===== src/rtl/lifeg_pkg.sv =====
// ----------------------------------------------------------------------------
// lifeg_pkg
// shared sizes, codes and reset values of the life generation core
// ----------------------------------------------------------------------------
`default_nettype none

package lifeg_pkg;

   localparam int GRID_COLUMNS = 32;
   localparam int GRID_ROWS    = 8;

   localparam int COL_AW    = $clog2(GRID_COLUMNS);
   localparam int COL_CNT_W = $clog2(GRID_COLUMNS + 1);
   localparam int RAM_DEPTH = 2 * GRID_COLUMNS;
   localparam int RAM_AW    = COL_AW + 1;
   localparam int POP_W     = $clog2(GRID_ROWS + 1);

   localparam int COLUMN_W   = 5;
   localparam int CELL_W     = 8;
   localparam int TOTAL_W    = 9;
   localparam int RAND_W     = 16;
   localparam int CSR_AW     = 3;
   localparam int CSR_DW     = 32;
   localparam int REQ_DATA_W = 16;
   localparam int RSP_DATA_W = 32;

   localparam logic [RAND_W-1:0] LFSR_TAPS       = 16'hB400;
   localparam logic [RAND_W-1:0] THRESHOLD_RESET = 16'd4588;
   localparam logic [RAND_W-1:0] SEED_RESET      = 16'd44257;

   localparam logic REQ_STEP = 1'b0;
   localparam logic REQ_LOAD = 1'b1;

   localparam logic REG_THRESHOLD = 1'b0;
   localparam logic REG_SEED      = 1'b1;

   typedef logic [GRID_ROWS-1:0] column_type;

endpackage

`default_nettype wire


===== src/rtl/life_automaton_generation_core.sv =====
// ----------------------------------------------------------------------------
// life_automaton_generation_core
// b3/s23 life generation over a double-buffered column-major grid
// ----------------------------------------------------------------------------
// Both grids sit in one ram, the current one selected by the top address bit.
// A load word returns one result word. A step word sweeps the grid one column
// per cycle, when the result side does not stall, through the ram read port,
// keeping a window of three columns, and writes each new column into the other
// buffer. Grid clearing at reset is done by per-entry valid bits, so the core
// needs no clearing pass and is ready as soon as reset is released. Random
// births use a 16-bit Galois lfsr that steps once per draw.
`default_nettype none

module life_automaton_generation_core (
   input  wire logic                                clock,
   input  wire logic                                reset,
   // req_tdata: mutate, load_column[4:0], load_cells[7:0], zero pad
   input  wire logic                                req_tvalid,
   output      logic                                req_tready,
   input  wire logic [lifeg_pkg::REQ_DATA_W-1:0]    req_tdata,
   // req_tuser: req_type
   input  wire logic                                req_tuser,
   // rsp_tdata: column_index[4:0], alive_cells[7:0], draw_mask[7:0],
   // total_alive[8:0], zero pad
   output      logic                                rsp_tvalid,
   input  wire logic                                rsp_tready,
   output      logic [lifeg_pkg::RSP_DATA_W-1:0]    rsp_tdata,
   output      logic                                rsp_tlast,
   input  wire logic                                csr_psel,
   input  wire logic                                csr_penable,
   input  wire logic                                csr_pwrite,
   input  wire logic [lifeg_pkg::CSR_AW-1:0]        csr_paddr,
   input  wire logic [lifeg_pkg::CSR_DW-1:0]        csr_pwdata,
   output      logic [lifeg_pkg::CSR_DW-1:0]        csr_prdata,
   output      logic                                csr_pready
);

   typedef enum logic {ST_IDLE, ST_SWEEP} state_type;

   localparam int ROWS = lifeg_pkg::GRID_ROWS;
   localparam logic [lifeg_pkg::COL_CNT_W-1:0] COL_END =
      lifeg_pkg::COL_CNT_W'(lifeg_pkg::GRID_COLUMNS);

   state_type                             state_ff, state_in;
   logic                                  first_cur_ff, first_cur_in;
   logic [lifeg_pkg::RAND_W-1:0]          lfsr_ff, lfsr_in;
   logic [lifeg_pkg::RAND_W-1:0]          thresh_ff, thresh_in;
   logic [lifeg_pkg::RAND_W-1:0]          seed_ff, seed_in;
   logic                                  mutate_ff, mutate_in;
   logic [lifeg_pkg::COL_CNT_W-1:0]       rd_cnt_ff, rd_cnt_in;
   logic [lifeg_pkg::COL_CNT_W-1:0]       cons_ff, cons_in;
   logic                                  rvld_ff, rvld_in;
   logic                                  rd_ent_ff, rd_ent_in;
   logic [lifeg_pkg::RAM_DEPTH-1:0]       valid_ff, valid_in;
   lifeg_pkg::column_type                 left_ff, left_in;
   lifeg_pkg::column_type                 mid_ff, mid_in;
   logic [lifeg_pkg::TOTAL_W-1:0]         total_ff, total_in;
   logic                                  rsp_valid_ff, rsp_valid_in;
   logic [lifeg_pkg::COLUMN_W-1:0]        rsp_col_ff, rsp_col_in;
   logic [lifeg_pkg::CELL_W-1:0]          rsp_cells_ff, rsp_cells_in;
   logic [lifeg_pkg::CELL_W-1:0]          rsp_mask_ff, rsp_mask_in;
   logic [lifeg_pkg::TOTAL_W-1:0]         rsp_total_ff, rsp_total_in;
   logic                                  rsp_last_ff, rsp_last_in;

   logic                                  ram_wr_en, ram_rd_en;
   logic [lifeg_pkg::RAM_AW-1:0]          ram_wr_addr, ram_rd_addr;
   lifeg_pkg::column_type                 ram_wr_data, ram_rd_data;

   logic                                  req_type;
   logic                                  req_mutate;
   logic [lifeg_pkg::COLUMN_W-1:0]        req_column;
   logic [lifeg_pkg::CELL_W-1:0]          req_cells;
   logic                                  req_fire, out_free, csr_wr;
   logic                                  shift, emit, issue, done, load_ok;
   lifeg_pkg::column_type                 right_col, load_col, col_new, mask_new;
   logic [lifeg_pkg::COL_AW-1:0]          emit_col;
   logic [lifeg_pkg::POP_W-1:0]           pop;
   logic [lifeg_pkg::TOTAL_W-1:0]         total_sum;
   logic [lifeg_pkg::RAND_W-1:0]          lfsr_step;

   assign req_type   = req_tuser;
   assign req_mutate = req_tdata[0];
   assign req_column = req_tdata[5:1];
   assign req_cells  = req_tdata[13:6];

   assign out_free   = !rsp_valid_ff || rsp_tready;
   assign req_tready = (state_ff == ST_IDLE) && out_free;
   assign req_fire   = req_tvalid && req_tready;
   assign csr_wr     = csr_psel && csr_penable && csr_pwrite;
   assign csr_pready = 1'b1;

   always_comb begin
      csr_prdata = '0;
      case (csr_paddr[2])
         lifeg_pkg::REG_THRESHOLD: csr_prdata = lifeg_pkg::CSR_DW'(thresh_ff);
         lifeg_pkg::REG_SEED:      csr_prdata = lifeg_pkg::CSR_DW'(seed_ff);
         default:                  csr_prdata = '0;
      endcase
   end

   // sweep window control
   assign shift = (state_ff == ST_SWEEP) && (cons_ff != COL_END) && rvld_ff &&
                  ((cons_ff == '0) || out_free);
   assign emit  = (state_ff == ST_SWEEP) && (cons_ff != '0) && out_free &&
                  ((cons_ff == COL_END) || rvld_ff);
   assign done  = emit && (cons_ff == COL_END);
   assign issue = (state_ff == ST_SWEEP) && (rd_cnt_ff != COL_END) &&
                  (!rvld_ff || shift);

   assign right_col = (cons_ff == COL_END || !rd_ent_ff) ? '0 : ram_rd_data;
   assign emit_col  = lifeg_pkg::COL_AW'(cons_ff - 1'b1);

   assign load_ok  = ({1'b0, req_column} < (lifeg_pkg::COLUMN_W + 1)'(lifeg_pkg::GRID_COLUMNS));
   assign load_col = load_ok ? ROWS'(req_cells) : '0;

   // next generation of the middle column
   always_comb begin
      logic [ROWS+1:0] lp, mp, rp;
      logic [3:0]      n;
      logic            now, nxt;
      logic [lifeg_pkg::RAND_W-1:0] s;
      lp = {1'b0, left_ff, 1'b0};
      mp = {1'b0, mid_ff, 1'b0};
      rp = {1'b0, right_col, 1'b0};
      s = lfsr_ff;
      col_new  = '0;
      mask_new = '0;
      pop      = '0;
      for (int y = 0; y < ROWS; y++) begin
         n = 4'(lp[y]) + 4'(lp[y+1]) + 4'(lp[y+2]) + 4'(mp[y]) + 4'(mp[y+2]) +
             4'(rp[y]) + 4'(rp[y+1]) + 4'(rp[y+2]);
         now = mp[y+1];
         if (now) begin
            nxt = (n == 4'd2) || (n == 4'd3);
         end else if (n == 4'd3) begin
            nxt = 1'b1;
         end else if (n < 4'd3 && mutate_ff) begin
            s = s[0] ? ((s >> 1) ^ lifeg_pkg::LFSR_TAPS) : (s >> 1);
            nxt = s < thresh_ff;
         end else begin
            nxt = 1'b0;
         end
         col_new[y]  = nxt;
         mask_new[y] = (nxt != now) && (!nxt || n == 4'd3);
         pop = pop + lifeg_pkg::POP_W'(nxt);
      end
      lfsr_step = s;
   end

   assign total_sum = total_ff + lifeg_pkg::TOTAL_W'(pop);

   // ram ports
   always_comb begin
      ram_wr_en   = 1'b0;
      ram_wr_addr = {first_cur_ff, emit_col};
      ram_wr_data = col_new;
      if (emit) begin
         ram_wr_en = 1'b1;
      end else if (req_fire && req_type == lifeg_pkg::REQ_LOAD && load_ok) begin
         ram_wr_en   = 1'b1;
         ram_wr_addr = {!first_cur_ff, lifeg_pkg::COL_AW'(req_column)};
         ram_wr_data = load_col;
      end
   end

   assign ram_rd_en   = issue;
   assign ram_rd_addr = {!first_cur_ff, lifeg_pkg::COL_AW'(rd_cnt_ff)};

   always_comb begin
      state_in     = state_ff;
      first_cur_in = first_cur_ff;
      lfsr_in      = lfsr_ff;
      thresh_in    = thresh_ff;
      seed_in      = seed_ff;
      mutate_in    = mutate_ff;
      rd_cnt_in    = rd_cnt_ff;
      cons_in      = cons_ff;
      rvld_in      = rvld_ff;
      rd_ent_in    = rd_ent_ff;
      valid_in     = valid_ff;
      left_in      = left_ff;
      mid_in       = mid_ff;
      total_in     = total_ff;
      rsp_valid_in = rsp_valid_ff;
      rsp_col_in   = rsp_col_ff;
      rsp_cells_in = rsp_cells_ff;
      rsp_mask_in  = rsp_mask_ff;
      rsp_total_in = rsp_total_ff;
      rsp_last_in  = rsp_last_ff;

      if (rsp_tready) begin
         rsp_valid_in = 1'b0;
      end
      if (ram_wr_en) begin
         valid_in[ram_wr_addr] = 1'b1;
      end
      if (issue) begin
         rd_cnt_in = rd_cnt_ff + 1'b1;
         rd_ent_in = valid_ff[ram_rd_addr];
         rvld_in   = 1'b1;
      end else if (shift) begin
         rvld_in = 1'b0;
      end
      if (shift) begin
         left_in = mid_ff;
         mid_in  = right_col;
         cons_in = cons_ff + 1'b1;
      end
      if (emit) begin
         lfsr_in      = lfsr_step;
         total_in     = total_sum;
         rsp_valid_in = 1'b1;
         rsp_col_in   = lifeg_pkg::COLUMN_W'(emit_col);
         rsp_cells_in = lifeg_pkg::CELL_W'(col_new);
         rsp_mask_in  = lifeg_pkg::CELL_W'(mask_new);
         rsp_total_in = done ? total_sum : '0;
         rsp_last_in  = done;
      end
      if (done) begin
         state_in     = ST_IDLE;
         first_cur_in = !first_cur_ff;
      end

      if (req_fire) begin
         case (req_type)
            lifeg_pkg::REQ_STEP: begin
               state_in  = ST_SWEEP;
               mutate_in = req_mutate;
               rd_cnt_in = '0;
               cons_in   = '0;
               total_in  = '0;
               left_in   = '0;
               mid_in    = '0;
            end
            lifeg_pkg::REQ_LOAD: begin
               rsp_valid_in = 1'b1;
               rsp_col_in   = req_column;
               rsp_cells_in = lifeg_pkg::CELL_W'(load_col);
               rsp_mask_in  = '0;
               rsp_total_in = '0;
               rsp_last_in  = 1'b1;
            end
            default: begin
               state_in = state_ff;
            end
         endcase
      end

      if (csr_wr) begin
         case (csr_paddr[2])
            lifeg_pkg::REG_THRESHOLD: begin
               thresh_in = csr_pwdata[lifeg_pkg::RAND_W-1:0];
            end
            lifeg_pkg::REG_SEED: begin
               seed_in = csr_pwdata[lifeg_pkg::RAND_W-1:0];
               lfsr_in = (csr_pwdata[lifeg_pkg::RAND_W-1:0] == '0) ?
                         lifeg_pkg::RAND_W'(1) : csr_pwdata[lifeg_pkg::RAND_W-1:0];
            end
            default: begin
               seed_in = seed_ff;
            end
         endcase
      end
   end

   always_ff @(posedge clock) begin
      if (reset) begin
         state_ff     <= ST_IDLE;
         first_cur_ff <= 1'b1;
         lfsr_ff      <= lifeg_pkg::SEED_RESET;
         thresh_ff    <= lifeg_pkg::THRESHOLD_RESET;
         seed_ff      <= lifeg_pkg::SEED_RESET;
         rd_cnt_ff    <= '0;
         cons_ff      <= '0;
         rvld_ff      <= 1'b0;
         valid_ff     <= '0;
         rsp_valid_ff <= 1'b0;
      end else begin
         state_ff     <= state_in;
         first_cur_ff <= first_cur_in;
         lfsr_ff      <= lfsr_in;
         thresh_ff    <= thresh_in;
         seed_ff      <= seed_in;
         rd_cnt_ff    <= rd_cnt_in;
         cons_ff      <= cons_in;
         rvld_ff      <= rvld_in;
         valid_ff     <= valid_in;
         rsp_valid_ff <= rsp_valid_in;
      end
      mutate_ff    <= mutate_in;
      rd_ent_ff    <= rd_ent_in;
      left_ff      <= left_in;
      mid_ff       <= mid_in;
      total_ff     <= total_in;
      rsp_col_ff   <= rsp_col_in;
      rsp_cells_ff <= rsp_cells_in;
      rsp_mask_ff  <= rsp_mask_in;
      rsp_total_ff <= rsp_total_in;
      rsp_last_ff  <= rsp_last_in;
   end

   lifeg_ram #(
      .WIDTH(lifeg_pkg::GRID_ROWS),
      .DEPTH(lifeg_pkg::RAM_DEPTH)
   ) u_grid_ram (
      .clock  (clock),
      .wr_en  (ram_wr_en),
      .wr_addr(ram_wr_addr),
      .wr_data(ram_wr_data),
      .rd_en  (ram_rd_en),
      .rd_addr(ram_rd_addr),
      .rd_data(ram_rd_data)
   );

   assign rsp_tvalid = rsp_valid_ff;
   assign rsp_tlast  = rsp_last_ff;
   assign rsp_tdata  = {2'b00, rsp_total_ff, rsp_mask_ff, rsp_cells_ff, rsp_col_ff};

   // the window never consumes a column that was not read
   a_cons_behind_reads: assert property (@(posedge clock) disable iff (reset)
      cons_ff <= rd_cnt_ff)
      else $error("window ran ahead of ram reads");

   // no read in flight outside a sweep
   a_idle_no_read: assert property (@(posedge clock) disable iff (reset)
      (state_ff == ST_IDLE) |-> !rvld_ff && !issue)
      else $error("ram read pending while idle");

   // lfsr never locks at zero
   a_lfsr_live: assert property (@(posedge clock) disable iff (reset)
      lfsr_ff != '0)
      else $error("lfsr reached zero");

   // an accepted word either starts a sweep or leaves a result
   a_accept_effect: assert property (@(posedge clock) disable iff (reset)
      req_fire |=> (state_ff == ST_SWEEP) || rsp_valid_ff)
      else $error("accepted word had no effect");

   // a finished sweep flips the current buffer
   a_done_flip: assert property (@(posedge clock) disable iff (reset)
      done |=> (first_cur_ff != $past(first_cur_ff)) && rsp_last_ff)
      else $error("buffer not swapped at end of sweep");

endmodule

`default_nettype wire


===== src/rtl/lifeg_ram.sv =====
// ----------------------------------------------------------------------------
// lifeg_ram
// generic simple dual-port ram, one write and one registered read port
// ----------------------------------------------------------------------------
`default_nettype none

module lifeg_ram #(
   parameter int WIDTH = 8,
   parameter int DEPTH = 64
) (
   input  wire logic                     clock,
   input  wire logic                     wr_en,
   input  wire logic [$clog2(DEPTH)-1:0] wr_addr,
   input  wire logic [WIDTH-1:0]         wr_data,
   input  wire logic                     rd_en,
   input  wire logic [$clog2(DEPTH)-1:0] rd_addr,
   output      logic [WIDTH-1:0]         rd_data
);

   logic [WIDTH-1:0] mem_ff [DEPTH];
   logic [WIDTH-1:0] rd_data_ff;

   always_ff @(posedge clock) begin
      if (wr_en) begin
         mem_ff[wr_addr] <= wr_data;
      end
      if (rd_en) begin
         rd_data_ff <= mem_ff[rd_addr];
      end
   end

   assign rd_data = rd_data_ff;

endmodule

`default_nettype wire


===== config.mk =====
export PLATFORM = sky130hd
export DESIGN_NAME = life_automaton_generation_core
export DESIGN_NICKNAME = d
export VERILOG_FILES = /design/src/rtl/lifeg_pkg.sv /design/src/rtl/life_automaton_generation_core.sv /design/src/rtl/lifeg_ram.sv
export SDC_FILE = /design/constraint.sdc
export NUM_CORES = 1
export LEC_CHECK = 0
export BUFFER_PORTS_ARGS = -buffer_cell sky130_fd_sc_hd__buf_2
export CAP_MARGIN = 20
export CORE_MARGIN = 3
export CORE_UTILIZATION = 31
export CTS_CLUSTER_DIAMETER = 120
export DETAILED_ROUTE_END_ITERATION = 8
export SETUP_SLACK_MARGIN = 0.4
export SYNTH_ARGS = -nofsm -noshare
export SYNTH_HDL_FRONTEND = slang
export SYNTH_SLANG_ARGS = --single-unit
export TNS_END_PERCENT = 10

===== constraint.sdc =====
create_clock -name clock -period 20.9 [get_ports clock]
set_input_delay 1.045 -clock clock [delete_from_list [all_inputs] [get_ports clock]]
set_output_delay 1.045 -clock clock [all_outputs]
set_load 0.02 [all_outputs]

# ---- Word-level counts from Yosys, hierarchy flattened
# Memory sizes are Yosys's and may differ from the RTL's. A register that Yosys moved wholly into a read port is not among the register bits.
# Index checks and enable logic that the tools add are counted.
# Widths: inputs -> output; s select.
dict set report op_classes {
  n_bitwise 12
  reduce_logical 71
  muxes 114
  addsub 60
  eq_ne 27
  magnitude_cmp 19
}
# operator n
set ops {}
lappend ops {{$mux 16} 36}
lappend ops {{$add 4x1->4} 32}
lappend ops {{$lt 16x16->1} 8}
lappend ops {{$mux 8} 15}
lappend ops {{$eq 4x2->1 const B} 16}
lappend ops {{$or 64x64->64} 1}
lappend ops {{$pmux 32 s2} 1}
lappend ops {{$mux 9} 7}
lappend ops {{$mux 6} 8}
lappend ops {{$mux 1} 42}
lappend ops {{$add 3x1->4} 8}
lappend ops {{$lt 4x2->1 const B} 8}
lappend ops {{$not 3->4} 8}
lappend ops {{$logic_and 1x1->1} 31}
lappend ops {{$add 2x1->3} 8}
lappend ops {{$logic_or 1x1->1} 21}
lappend ops {{$add 1x1->2} 8}
lappend ops {{$logic_not 16->1} 1}
lappend ops {{$mux 5} 3}
lappend ops {{$lt 6x7->1 const B} 2}
lappend ops {{$add 6x1->6 const B} 2}
lappend ops {{$logic_not 1->1} 12}
lappend ops {{$ne 6x6->1 const B} 2}
lappend ops {{$add 9x4->9} 1}
lappend ops {{11 further kinds} 22}
dict set report word_totals {
  out_inout_bits 68
  input_bits 59
  reg_bits 186
  mem_count 1
  word_cells 324
  mem_bits_rw 512
}
# memory depth word_bits rd rd_ports_with_merged_regs wr line
set mem_list {}
lappend mem_list {u_grid_ram.mem_ff 64 8 1 1 1 lifeg_ram.sv:20} ;# logic [WIDTH-1:0] mem_ff [DEPTH];

# ---- Depth between registers and ports, before layout
dict set report depth {
  depth_word 52
  ltp_mapped 50
  depth_no_buf 48
}

# ---- By module
# Synthesis repeated with hierarchy kept, for this count alone.
dict set report unflattened {
  cells_unflattened 2840
  area_unflattened_um2 35377.7
}
# module instances area_each_um2 cells_per_inst seq_area_each_um2
set by_module_without_submodules {}
lappend by_module_without_submodules {lifeg_ram 1 20246.9 940 15615.0}
lappend by_module_without_submodules {life_automaton_generation_core 1 15130.8 1900 3743.6}

# ---- Least setup slack after synthesis
# Ideal clock, no wire load.
dict set report synth_path {
  kind {reg2reg}
  start {reg cons_ff[0] in the netlist's numbering}
  end {reg total_ff[8] in the netlist's numbering}
  n_path_buf 3
  required_time_ps 20830
  setup_time_ps 70
  synth_period_minus_slack_ps 9839
  stages_incl_launch_ff 48
  path_slack_ps 11061
  arrival_time_ps 9769
  path_cell_list {dfxtp_1 inv_1 ha_1 nand2b_1 nor3_1 nand2_1 and2_1 clkbuf_1 nand2_1 fa_1 fa_1 inv_1 ha_1 fa_1 nor2b_1 a31o_2 buf_2 a22oi_1 (+12 left out) nand2b_1 a21oi_1 nor2_1 a2111oi_0 nor2_1 a21oi_1 fa_1 inv_1 fa_1 fa_1 fa_1 nor2b_1 o21ai_0 nand2b_1 and3_1 nand3_1 or3_1 a21oi_1}
}
dict set report synth_via {
  elab_chain_cells 47
  word_cells_on_any_way 147
  cone_classes {add/sub: 30; order compare: 15; eq/ne: 17; mux: 56; bitwise: 7; reduce/logical: 22}
}
# element line
set synth_rtl {}
lappend synth_rtl {{start: declaration} life_automaton_generation_core.sv:51} ;# logic [lifeg_pkg::COL_CNT_W-1:0] cons_ff, cons_in;
lappend synth_rtl {{start signal: assignment} life_automaton_generation_core.sv:285} ;# cons_ff <= cons_in;
lappend synth_rtl {{parallel branches: the longest is 44 deep, another holds $add 4x1->4} --}
lappend synth_rtl {{$mux 9 *} life_automaton_generation_core.sv:209} ;# if (emit) begin
lappend synth_rtl {{$mux 9} life_automaton_generation_core.sv:225} ;# case (req_type)
lappend synth_rtl {{$mux 9 *} life_automaton_generation_core.sv:224} ;# if (req_fire) begin
lappend synth_rtl {{named net total_in, one bit} life_automaton_generation_core.sv:57} ;# logic [lifeg_pkg::TOTAL_W-1:0] total_ff, total_in;
lappend synth_rtl {{end signal: assignment} life_automaton_generation_core.sv:294} ;# total_ff <= total_in;
lappend synth_rtl {{end: declaration} life_automaton_generation_core.sv:57}
# Mark *: on every way through the listed nets, which the timed path passes.
# A chain may end at the register's enable or synchronous reset.

# ---- Final worst setup path
dict set report layout_path {
  start {reg cons_ff[0] in the netlist's numbering}
  end {reg rsp_total_ff[8] in the netlist's numbering}
}
dict set report layout_via {
  elab_chain_cells 48
  word_cells_on_any_way 149
  cone_classes {add/sub: 30; order compare: 15; eq/ne: 17; mux: 57; bitwise: 7; reduce/logical: 23}
}
# element line
set layout_rtl {}
lappend layout_rtl {{parallel branches: the longest is 45 deep, another holds $add 4x1->4} --}
lappend layout_rtl {{$mux 9 *} life_automaton_generation_core.sv:209}
lappend layout_rtl {{$mux 9} life_automaton_generation_core.sv:225}
lappend layout_rtl {{$mux 9 *} life_automaton_generation_core.sv:224}
lappend layout_rtl {{named net rsp_total_in, one bit} life_automaton_generation_core.sv:62} ;# logic [lifeg_pkg::TOTAL_W-1:0] rsp_total_ff, rsp_total_in;
lappend layout_rtl {{end signal: assignment} life_automaton_generation_core.sv:298} ;# rsp_total_ff <= rsp_total_in;
lappend layout_rtl {{end: declaration} life_automaton_generation_core.sv:62}
# Marked as above.

==> flow_summary_export.csv <==
group,metric,value,unit
timing,fmax,80.18,MHz
setup_path,ff2ff_path_depth,44,
cells_and_area,fin_util,35.36,%
cts,cts_tree,"yes",
cts,numCtsBuffers,74,
setup_path,crit_path_max_incr_delay,0.79,ns
place,placed_area,36740,µm²
grt,grt_use_met3,3.639,%
timing,setup_violations,0,
hold_path,hp-class,"reg -> reg",
cts,clock_latency,0.64,ns
drt,drt_iter0_drc,1913,
floorplanning,die_w,340.5,µm
grt,gr-usage-met2,24.63,%
power_and_ir_drop,power_leakage,0.01359,µW
cts,cts_max_path_buffers,3,
timing,slew_headroom,15.25,%
cells_and_area,layout.cells.non_filler,4256,
grt,grt_overflow,0,
setup_path,cp_slowest_cell,"o32ai_1",
setup_path,r2r-end,"rsp_total_ff[8]",
power_and_ir_drop,peakVddDrop,57.79,µV
cells_and_area,drive_gt1_share,18.81,%
setup_path,worst_ep_arrival_time,12.96,ns
setup_path,endpoint_kind,"register",
yosys,yosys_warnings,0,
timing,rsz0062_at_grt,"no",
grt,grt_pass1_wl,137400,µm
place,gp_congestion,0.9048,
floorplanning,io_pins,127,
drt,post_drt_wl_per_cell,21.57,µm
timing,post-route-period-util,59.67,%
cts,post_cts_resized,0,
setup_path,cp_max_fo,12,
cts,path_clk_slew,0.06,ns
floorplanning,fp.dieH,340.5,µm
grt,grt_max_degree,70,
power_and_ir_drop,total_power,3487,µW
yosys,ys_seq_area_share,55.83,%
grt,top_usage_layer,"met2",
grt,antenna_found_initial,6,
yosys,ys.flop_type,"edfxtp_1",
drt,via_per_inst,5.121,
job,max_cap_violations,0,
cts,root_buffer,"clkbuf_16",
cts,ctsHoldBuffers,0,
outcome,status,"finished, final reports clean",
drt,via_count,21800,
grt,grt_pass1_vias,21410,
yosys,synth-edff-count,522,
drt,drt_drc_violations_left,0,
place,dp_cells,4114,
power_and_ir_drop,power_density,88.98,nW/µm²
yosys,netlist_area,34680,µm²
drt,drt_wl_total,91820,µm
timing,layout_min_cycle_time,12.47,ns
floorplanning,core,110800,µm²
place,hpwl,61410,µm
hold_path,holdPathStages,2,
timing,tightest_slew,1.264,ns
timing,skew,0.02958,ns
setup_path,cp.required,21.39,ns
setup_path,rr_startpoint,"cons_ff[0]",
timing,hold_viol_final,0,
cts,cts.sinks,706,
cells_and_area,final_area,39190,µm²
setup_path,crit_path_start_kind,"register",
setup_path,rrSetupSlack,8.43,ns
yosys,yosysUniqueCellTypes,94,
grt,groute.usage.overall,15.65,%
yosys,synth_cells,2636,
floorplanning,rows,122,
setup_path,critPathKind,"reg -> reg",
cts,cts_setup_buffers,0,
drt,ant_nets,0,
yosys,ys_seq_elements,706,
floorplanning,start_util,31.29,%
hold_path,whs_endpoint,"seed_ff[13]",
cts,htreeDepth,3,
yosys,synth_area_per_cell,13.15,µm²
cells_and_area,nets,2945,
timing,slew_viol_final,0,
yosys,async_flop_share,0,%
place,io_buffers,87,
hold_path,worst_hold_startpoint,"seed_ff[13]",
drt,first_pass_iters,6,
setup_path,cpMostUsedCell,"fa_1",
floorplanning,dieArea,115900,µm²
grt,met1_usage,21.21,%
cells_and_area,area_delta_synth_final,13.00,%
cells_and_area,fillers,10710,
timing,setup_tns,0,ns
area by class of cell:
cell class	count	area, µm²	share of cell area, %
Sequential cell	706	19370	49.43
Multi-Input combinational cell	1691	14400	36.75
Clock buffer	93	2004	5.115
Tap cell	1488	1862	4.751
Timing Repair Buffer	124	723.2	1.846
Clock inverter	45	421.7	1.076
Inverter	106	397.9	1.015
Antenna cell	3	7.507	0.01916
where the power goes:
group          switching (µW)  internal (µW)  total (µW)
registers                13.4           1580        1600
logic                     383            201         584
clock network             564            741        1300
total                     960           2530        3490
worst max-delay path, delay by kind of cell, from the launching register on:
| family | cells | cell delay [ns] |
|---|---|---|
| xor gates and xnor gates | 2 | 0.61 |
| adders and majority gates | 10 | 3.87 |
| DFF | 1 | 0.37 |
| and+or+nand+nor | 16 | 3.43 |
| AOI/OAI and AO/OA | 10 | 3.03 |
| buffers and inverters | 3 | 0.21 |
| muxes | 3 | 0.78 |
Yosys cell counts, drive strengths merged, types with 7 or more instances:
cell    instances  share of area [%]
a211o          10               0.26
a211oi         25               0.67
a21boi          7               0.18
a21o           32               0.69
a21oi         136                2.0
a22oi          13               0.30
a31oi          20               0.44
and2           12               0.22
and3            8               0.14
buf            72                1.1
clkbuf         78               0.84
dfxtp         184                 11
edfxtp        522                 45
fa             33                1.9
ha            150                5.4
inv           106                1.1
mux2           15               0.49
mux2i          33                1.0
mux4          189                 12
nand2         222                2.4
nand2b         24               0.43
nand3          61               0.89
nand4          28               0.51
nor2          279                3.1
nor2b          30               0.54
nor3           25               0.36
nor4           12               0.30
o211ai         20               0.43
o21a           20               0.43
o21ai         115                1.7
o21ba          14               0.40
o221ai         10               0.25
or2             9               0.16
xnor2          35               0.96
xor2           21               0.53
logic make-up after synthesis:
| family | count (synthesis) | synth area share [%] |
|---|---|---|
| simple gates | 728 | 9.432 |
| flops | 706 | 55.83 |
| compound gates | 468 | 9.010 |
| buf+inv | 256 | 3.128 |
| mux | 237 | 13.77 |
| fa+ha+maj | 183 | 7.318 |
| xor+xnor | 56 | 1.490 |
| other cells | 2 | 0.02166 |
how the worst max path moves through the flow:
| stage | from | end | slack [ns] |
|---|---|---|---|
| final | cons_ff[0] | rsp_total_ff[8] | 8.43 |
| after global routing | cons_ff[0] | rsp_total_ff[8] | 7.49 |
| after CTS | cons_ff[0] | rsp_total_ff[8] | 8.71 |
| after detailed placement | cons_ff[0] | rsp_total_ff[8] | 8.74 |
| after floorplan | cons_ff[0] | total_ff[8] | 11.06 |
| after global placement | cons_ff[0] | rsp_total_ff[8] | 8.79 |
state kept, by name (all words and copies together) (netlist names), 5 cells and up:
signal / flops
cons_ff: 6
left_ff: 8
lfsr_ff: 16
mid_ff: 8
rd_cnt_ff: 6
rsp_cells_ff: 8
rsp_col_ff: 5
rsp_mask_ff: 8
rsp_total_ff: 9
seed_ff: 16
thresh_ff: 16
total_ff: 9
u_grid_ram.mem_ff: 512
u_grid_ram.rd_data: 8
valid_ff: 64
cell usage in the layout, fill, tap and decap left out, types with 8 or more instances in the layout:
cell type  netlist  layout
nand3_1         60      59
clkbuf_16        0      75
a31oi_1         17      17
nand2b_1        24      24
buf_2           18      86
dfxtp_1        184     180
ha_1           150     150
o221ai_1        10      10
o21a_1          20      20
inv_1           99      99
o21ai_0        100      99
xnor2_1         33      33
mux2_2          14      14
a22oi_1         12      12
o21ai_1          8       8
o211ai_1        20      20
mux4_2         189     189
edfxtp_1       522     522
nor2_1         276     274
buf_4           21      37
mux2i_1         30      30
conb_1           2      19
fa_1            33      33
nor2b_1         30      30
and2_1          11      12
clkinv_2         0      10
a211oi_1        19      19
clkinv_1         0      16
and3_1           8       8
a211o_1          9       9
nor4_1           9       8
clkbuf_1        78      12
nand4_1         28      28
o21ba_2         14      14
nand2_1        220     219
a21o_1          32      32
a21oi_1        134     129
xor2_1          21      21
nor3_1          25      25
routing by layer:
metal / up-vias / part of all wire, %
met2: 722 / 46
li1: 10060 / -
met5: - / 0.050
met1: 10850 / 43
met4: 6 / 3.3
met3: 166 / 7.6
metrics by stage:
step / worst slack [ns] / hold WS (ns)
floorplan: 11.06 / 0.4227
global route: 7.493 / 0.4623
detailed placement: 8.742 / 0.4351
global placement: 8.787 / 0.4303
CTS: 8.707 / 0.4452
finish: 8.429 / 0.4436
Power figures use the tool's default switching activity.
